## config.mk

```make
export PLATFORM = sky130hd
export DESIGN_NAME = mgr_ctrl
export DESIGN_NICKNAME = d
export VERILOG_FILES = /design/src/rtl/mgr_pkg.sv /design/src/rtl/mgr_ctrl.sv
export SDC_FILE = /design/constraint.sdc
export NUM_CORES = 1
export LEC_CHECK = 0
export BUFFER_PORTS_ARGS = -buffer_cell sky130_fd_sc_hd__clkbuf_2
export CAP_MARGIN = 10
export CORE_ASPECT_RATIO = 0.75
export CORE_MARGIN = 5
export CORE_UTILIZATION = 45
export CTS_CLUSTER_SIZE = 24
export DETAILED_ROUTE_END_ITERATION = 12
export PLACE_DENSITY_LB_ADDON = 0.12
export SLEW_MARGIN = 30
export SYNTH_ARGS = -nofsm -noshare
export SYNTH_HDL_FRONTEND = slang
export SYNTH_SLANG_ARGS = --single-unit
```

## constraint.sdc

```tcl
create_clock -name clk_i -period 2.5 [get_ports clk_i]
set_input_delay 0.375 -clock clk_i [delete_from_list [all_inputs] [get_ports clk_i]]
set_output_delay 0.375 -clock clk_i [all_outputs]
set_load 0.02 [all_outputs]
```

## src/rtl/mgr_pkg.sv

```systemverilog
// Shared types, widths and sequencer codes for the Mahalanobis gate.
package mgr_pkg;

  localparam int FRAC_BITS   = 16;
  localparam int WORD_W      = 32;
  localparam int DIAG_W      = 31;
  localparam int L_W         = (DIAG_W + FRAC_BITS + 1) / 2;
  localparam int OFF_W       = 29;
  localparam int ROOT_W      = 32;
  localparam int Y_W         = ROOT_W + 1;
  localparam int MUL_W       = 33;
  localparam int PROD_W      = 2 * MUL_W;
  localparam int ACC_W       = PROD_W + 2;
  localparam int DIV_NUM_W   = 64;
  localparam int RAD_W       = 2 * ROOT_W;
  localparam int DIV_CNT_W   = $clog2(DIV_NUM_W + 1);
  localparam int ROOT_CNT_W  = $clog2(ROOT_W + 1);
  localparam int RUN_W       = 8;
  localparam int CNT_W       = 32;
  localparam int VERDICT_W   = 2;

  localparam logic [VERDICT_W-1:0] VERDICT_ACCEPT  = 2'd0;
  localparam logic [VERDICT_W-1:0] VERDICT_OUTSIDE = 2'd1;
  localparam logic [VERDICT_W-1:0] VERDICT_HELD    = 2'd2;

  localparam logic CFG_THRESHOLD = 1'b0;
  localparam logic CFG_RUNS      = 1'b1;

  localparam logic [WORD_W-1:0] THRESHOLD_RST = 32'd196608;
  localparam logic [RUN_W-1:0]  RUNS_RST      = 8'd3;

  typedef enum logic [5:0] {
    OP_SQ_E, OP_SUM_E, OP_SQ_N, OP_SUM_N, OP_SQ_U, OP_SUM_U, OP_ROOT_NORM,
    OP_PIV1, OP_ROOT_L11, OP_LD_NE, OP_DIV_L21, OP_LD_UE, OP_DIV_L31,
    OP_SQ_L21, OP_PIV2, OP_ROOT_L22, OP_LD_UN, OP_MUL_L31L21, OP_SUB_L31L21,
    OP_DIV_L32, OP_SQ_L31, OP_SUM_L31, OP_SQ_L32, OP_SUM_L32, OP_PIV3,
    OP_ROOT_L33, OP_LD_RE, OP_DIV_Y1, OP_LD_RN, OP_MUL_L21Y1, OP_SUB_L21Y1,
    OP_DIV_Y2, OP_LD_RU, OP_MUL_L31Y1, OP_SUB_L31Y1, OP_MUL_L32Y2, OP_SUB_L32Y2,
    OP_DIV_Y3, OP_SQ_Y1, OP_SUM_Y1, OP_SQ_Y2, OP_SUM_Y2, OP_SQ_Y3, OP_SUM_Y3,
    OP_ROOT_DIST, OP_DECIDE
  } op_e;

  typedef enum logic [1:0] {
    ST_IDLE,
    ST_EXEC,
    ST_WAIT
  } ctrl_state_e;

  typedef struct packed {
    op_e  op;
    logic load;
    logic exec;
    logic start;
    logic decide;
  } cmd_t;

  typedef struct packed {
    logic unit_done;
    logic fail;
  } status_t;

  function automatic logic op_uses_div(op_e op);
    return op inside {OP_DIV_L21, OP_DIV_L31, OP_DIV_L32, OP_DIV_Y1, OP_DIV_Y2, OP_DIV_Y3};
  endfunction

  function automatic logic op_uses_root(op_e op);
    return op inside {OP_ROOT_NORM, OP_ROOT_L11, OP_ROOT_L22, OP_ROOT_L33, OP_ROOT_DIST};
  endfunction

endpackage

```

## src/rtl/mgr_ctrl.sv

```systemverilog
// Controller: step sequencer and handshake control for the gate.
module mgr_ctrl (
  input  logic               clk_i,
  input  logic               rst_ni,
  input  logic               in_valid_i,
  output logic               in_ready_o,
  output logic               out_valid_o,
  input  logic               out_ready_i,
  input  mgr_pkg::status_t   status_i,
  output mgr_pkg::cmd_t      cmd_o
);

  mgr_pkg::ctrl_state_e state_q, state_d;
  mgr_pkg::op_e         pc_q, pc_d, op_now;
  logic                 out_valid_q, out_valid_d;

  always_ff @(posedge clk_i or negedge rst_ni) begin
    if (!rst_ni) begin
      state_q     <= mgr_pkg::ST_IDLE;
      pc_q        <= mgr_pkg::OP_SQ_E;
      out_valid_q <= 1'b0;
    end else begin
      state_q     <= state_d;
      pc_q        <= pc_d;
      out_valid_q <= out_valid_d;
    end
  end

  always_comb begin
    state_d       = state_q;
    pc_d          = pc_q;
    out_valid_d   = out_valid_q & ~out_ready_i;
    in_ready_o    = 1'b0;
    op_now        = status_i.fail ? mgr_pkg::OP_DECIDE : pc_q;
    cmd_o.op      = pc_q;
    cmd_o.load    = 1'b0;
    cmd_o.exec    = 1'b0;
    cmd_o.start   = 1'b0;
    cmd_o.decide  = 1'b0;
    case (state_q)
      mgr_pkg::ST_IDLE: begin
        in_ready_o = 1'b1;
        if (in_valid_i) begin
          cmd_o.load = 1'b1;
          pc_d       = mgr_pkg::OP_SQ_E;
          state_d    = mgr_pkg::ST_EXEC;
        end
      end
      mgr_pkg::ST_EXEC: begin
        cmd_o.op   = op_now;
        cmd_o.exec = 1'b1;
        if (op_now == mgr_pkg::OP_DECIDE) begin
          pc_d = mgr_pkg::OP_DECIDE;
          // result register free or draining this cycle
          if (!out_valid_q || out_ready_i) begin
            cmd_o.decide = 1'b1;
            out_valid_d  = 1'b1;
            state_d      = mgr_pkg::ST_IDLE;
          end
        end else if (mgr_pkg::op_uses_div(op_now) || mgr_pkg::op_uses_root(op_now)) begin
          cmd_o.start = 1'b1;
          state_d     = mgr_pkg::ST_WAIT;
        end else begin
          pc_d = mgr_pkg::op_e'(pc_q + 6'd1);
        end
      end
      mgr_pkg::ST_WAIT: begin
        if (status_i.unit_done) begin
          pc_d    = mgr_pkg::op_e'(pc_q + 6'd1);
          state_d = mgr_pkg::ST_EXEC;
        end
      end
      default: state_d = mgr_pkg::ST_IDLE;
    endcase
  end

  assign out_valid_o = out_valid_q;

endmodule

```

==> flow_summary.yaml <==
drt:
  firstDrtPassIters: 4
  drt_iter0_drc: 19
  routed_wl_um: 1920
  avgRoutedWirePerCell_um: 13.6
  remaining_drc_errors: 0
  via_per_inst: 5.52
  final_antenna_net_count: 0
  vias: 779
global_routing:
  grt_pass1_wl_um: 3250
  grt_max_degree: 13
  grt_antenna_before_repair: 0
  grt_pass1_vias: 718
  grt_usage_pct: 15.8
  gr-total-overflow: 0
die:
  rows: 13
  die_y_um: 47.2
  initial_core_util_pct: 47.7
  fp.coreArea_um2: 1740
  design.portCount: 18
  die-area_um2: 2810
  dieWidth_um: 59.6
synth:
  synth.avg_cell_area_um2: 8.23
  yosys.area.top_type_share_pct: 27.1
  ys_ff_latch: 9
  synth_ff_type: "dfrtp_1"
  yosysSeqAreaShare_pct: 27.1
  ys_warn_count: 0
  syn_area_um2: 831
  synth_nets: 113
  yosysTopAreaCell: "dfrtp_1"
  syn_inst: 101
  synth_area_leaders: "dfrtp_1 27%, ha_1 9.0%, nand2b_1 5.3%"
  synth_edf_count: 0
  synthArstFlopShare_pct: 100
  synth.distinct_cells: 42
clock_tree:
  htreeDepth: 1
  cts_setup_buffers: 0
  cts_made_buffers: 3
  root_buffer: "clkbuf_4"
  clk_latency_ps: 260
  cts_sinks: 9
  path_clk_slew_ps: 60
  cts_tree: "yes"
  clk_path_buf_depth: 2
power_and_ir_drop:
  vdd_drop_max_uv: 485
  power_mw: 1.03
  p_per_area_nw_per_um2: 1070
  p_leak_nw: 0.486
sta:
  hold_violations: 0
  rsz0062_at_grt: "false"
  drv_slew: 0
  fin_crit_sh_pct: 94.0
  finalSetupViolations: 0
  tightest_slew_ps: 499
  timing.fmax_ghz: 0.426
  slew_headroom_pct: 66.4
  period_minus_slack_ps: 2350
  skew_ps: 2.37
  holdWs_ps: 434
  tns_ps: 0
finish:
  instances_no_fill: 141
  antennaDiodeCount: 0
  drive_gt1_share_pct: 21.8
  utilization_pct: 55.3
  area_growth_pct: 15.8
  final_nets: 132
critical_path:
  cp-start-kind: "register"
  path_class: "reg2out"
  worstPathMaxFanout: 6
  required_ps: 2120
  critical_path_arrival_ps: 1970
  crit_path_end_kind: "output pin"
outcome:
  status: "finished clean"
job:
  drv_cap: 0
placed_design:
  place_congestion: 0.835
  hpwl_um: 1490
  dp_cells: 136
  numPortBuffers: 17
hold_path:
  hp-class: "in2reg"
synthesized netlist by cell type (2+ instances only):
master / n
nand2_1: 10
dfrtp_1: 9
nand2b_1: 7
o21ai_1: 7
ha_1: 6
inv_1: 6
a21oi_1: 5
nor2_1: 5
and2_1: 4
buf_2: 4
o21ai_0: 3
a32oi_1: 2
and3_1: 2
o21bai_1: 2
o31ai_1: 2
power breakdown:
| part | internal, mW | switching, mW | total [mW] |
|---|---|---|---|
| clock network | 0.0616 | 0.0524 | 0.114 |
| logic | 0.251 | 0.394 | 0.645 |
| registers | 0.191 | 0.0760 | 0.267 |
| total | 0.503 | 0.523 | 1.03 |
layout by cell type (no fill, tap or decap), types with 2 or more instances in the layout:
| cell | synthesis | layout |
|---|---|---|
| inv_1 | 6 | 6 |
| nor2_1 | 5 | 5 |
| buf_4 | 1 | 2 |
| clkbuf_4 | 0 | 3 |
| nand2_1 | 10 | 10 |
| o21ai_1 | 7 | 7 |
| a32oi_1 | 2 | 2 |
| and2_1 | 4 | 4 |
| and3_1 | 2 | 2 |
| clkbuf_2 | 0 | 17 |
| o31ai_1 | 2 | 2 |
| o21bai_1 | 2 | 2 |
| a21oi_1 | 5 | 5 |
| dfrtp_1 | 9 | 9 |
| ha_1 | 6 | 6 |
| o21ai_0 | 3 | 3 |
| nand2b_1 | 7 | 7 |
final cells by class:
type / instances / area, um2
fill: 181 / 778
multi-input combinational: 80 / 551
sequential: 9 / 225
timing repair buffer: 20 / 110
tap: 22 / 27.5
clock buffer: 4 / 26.3
inverter: 6 / 22.5
worst paths after layout:
| kind | start | to | slack [ps] | cells past startpoint |
|---|---|---|---|---|
| setup / recovery | state_q[1] | cmd_o[1] | 150 | 7 |
| hold / removal | out_ready_i | out_valid_o | 430 | 3 |
| hold reg to reg | out_valid_o | out_valid_o | 560 | 2 |
| min in group asynchronous | rst_ni | pc_q[3] | 500 | 2 |
| max in group asynchronous | rst_ni | pc_q[0] | 1800 | 2 |
| setup reg to reg | pc_q[2] | pc_q[4] | 420 | 5 |
cell families (layout without fill, tap and decap cells):
| family | after synthesis | after routing | share of synthesized area (%) |
|---|---|---|---|
| mux | 1 | 1 | 1.20 |
| simple gates | 39 | 39 | 27.3 |
| compound gates | 32 | 32 | 25.9 |
| buf+inv | 12 | 30 | 7.38 |
| fa+ha+maj | 6 | 6 | 9.04 |
| xor+xnor | 2 | 2 | 2.11 |
| flops | 9 | 9 | 27.1 |
flip-flops by register name, summed over array words and instances (netlist names):
| name | cells |
|---|---|
| out_valid_o | 1 |
| pc_q | 6 |
| state_q | 2 |
per-stage QoR:
stage / setup slack (ps) / instance area (um2)
2_1_floorplan: 420 / 831
3_3_place_gp: 409 / 920
3_5_place_dp: 301 / 920
4_1_cts: 7.64 / 956
5_1_grt: 30.0 / 962
6_report: 150 / 962
routing by layer:
layer	global-route usage [%]	routed length (um)
met5	0	0
met4	9.29	46
met3	1.65	68
met2	23.5	803
met1	22.3	1010
worst max-delay path, cell delays in order (launching register included):
cell and delay [ps]:
dfrtp_1 410, inv_1 110, ha_1 260, inv_1 90
a311oi_2 310, a21boi_1 260, or2_1 120, clkbuf_2 160
timing repair:
action,CTS,global route
setup endpoints to repair,0,1
resized for setup,0,1
hold endpoints to repair,9,0
hold buffers,1,0
No activity file was read; power rests on OpenSTA's default activity.
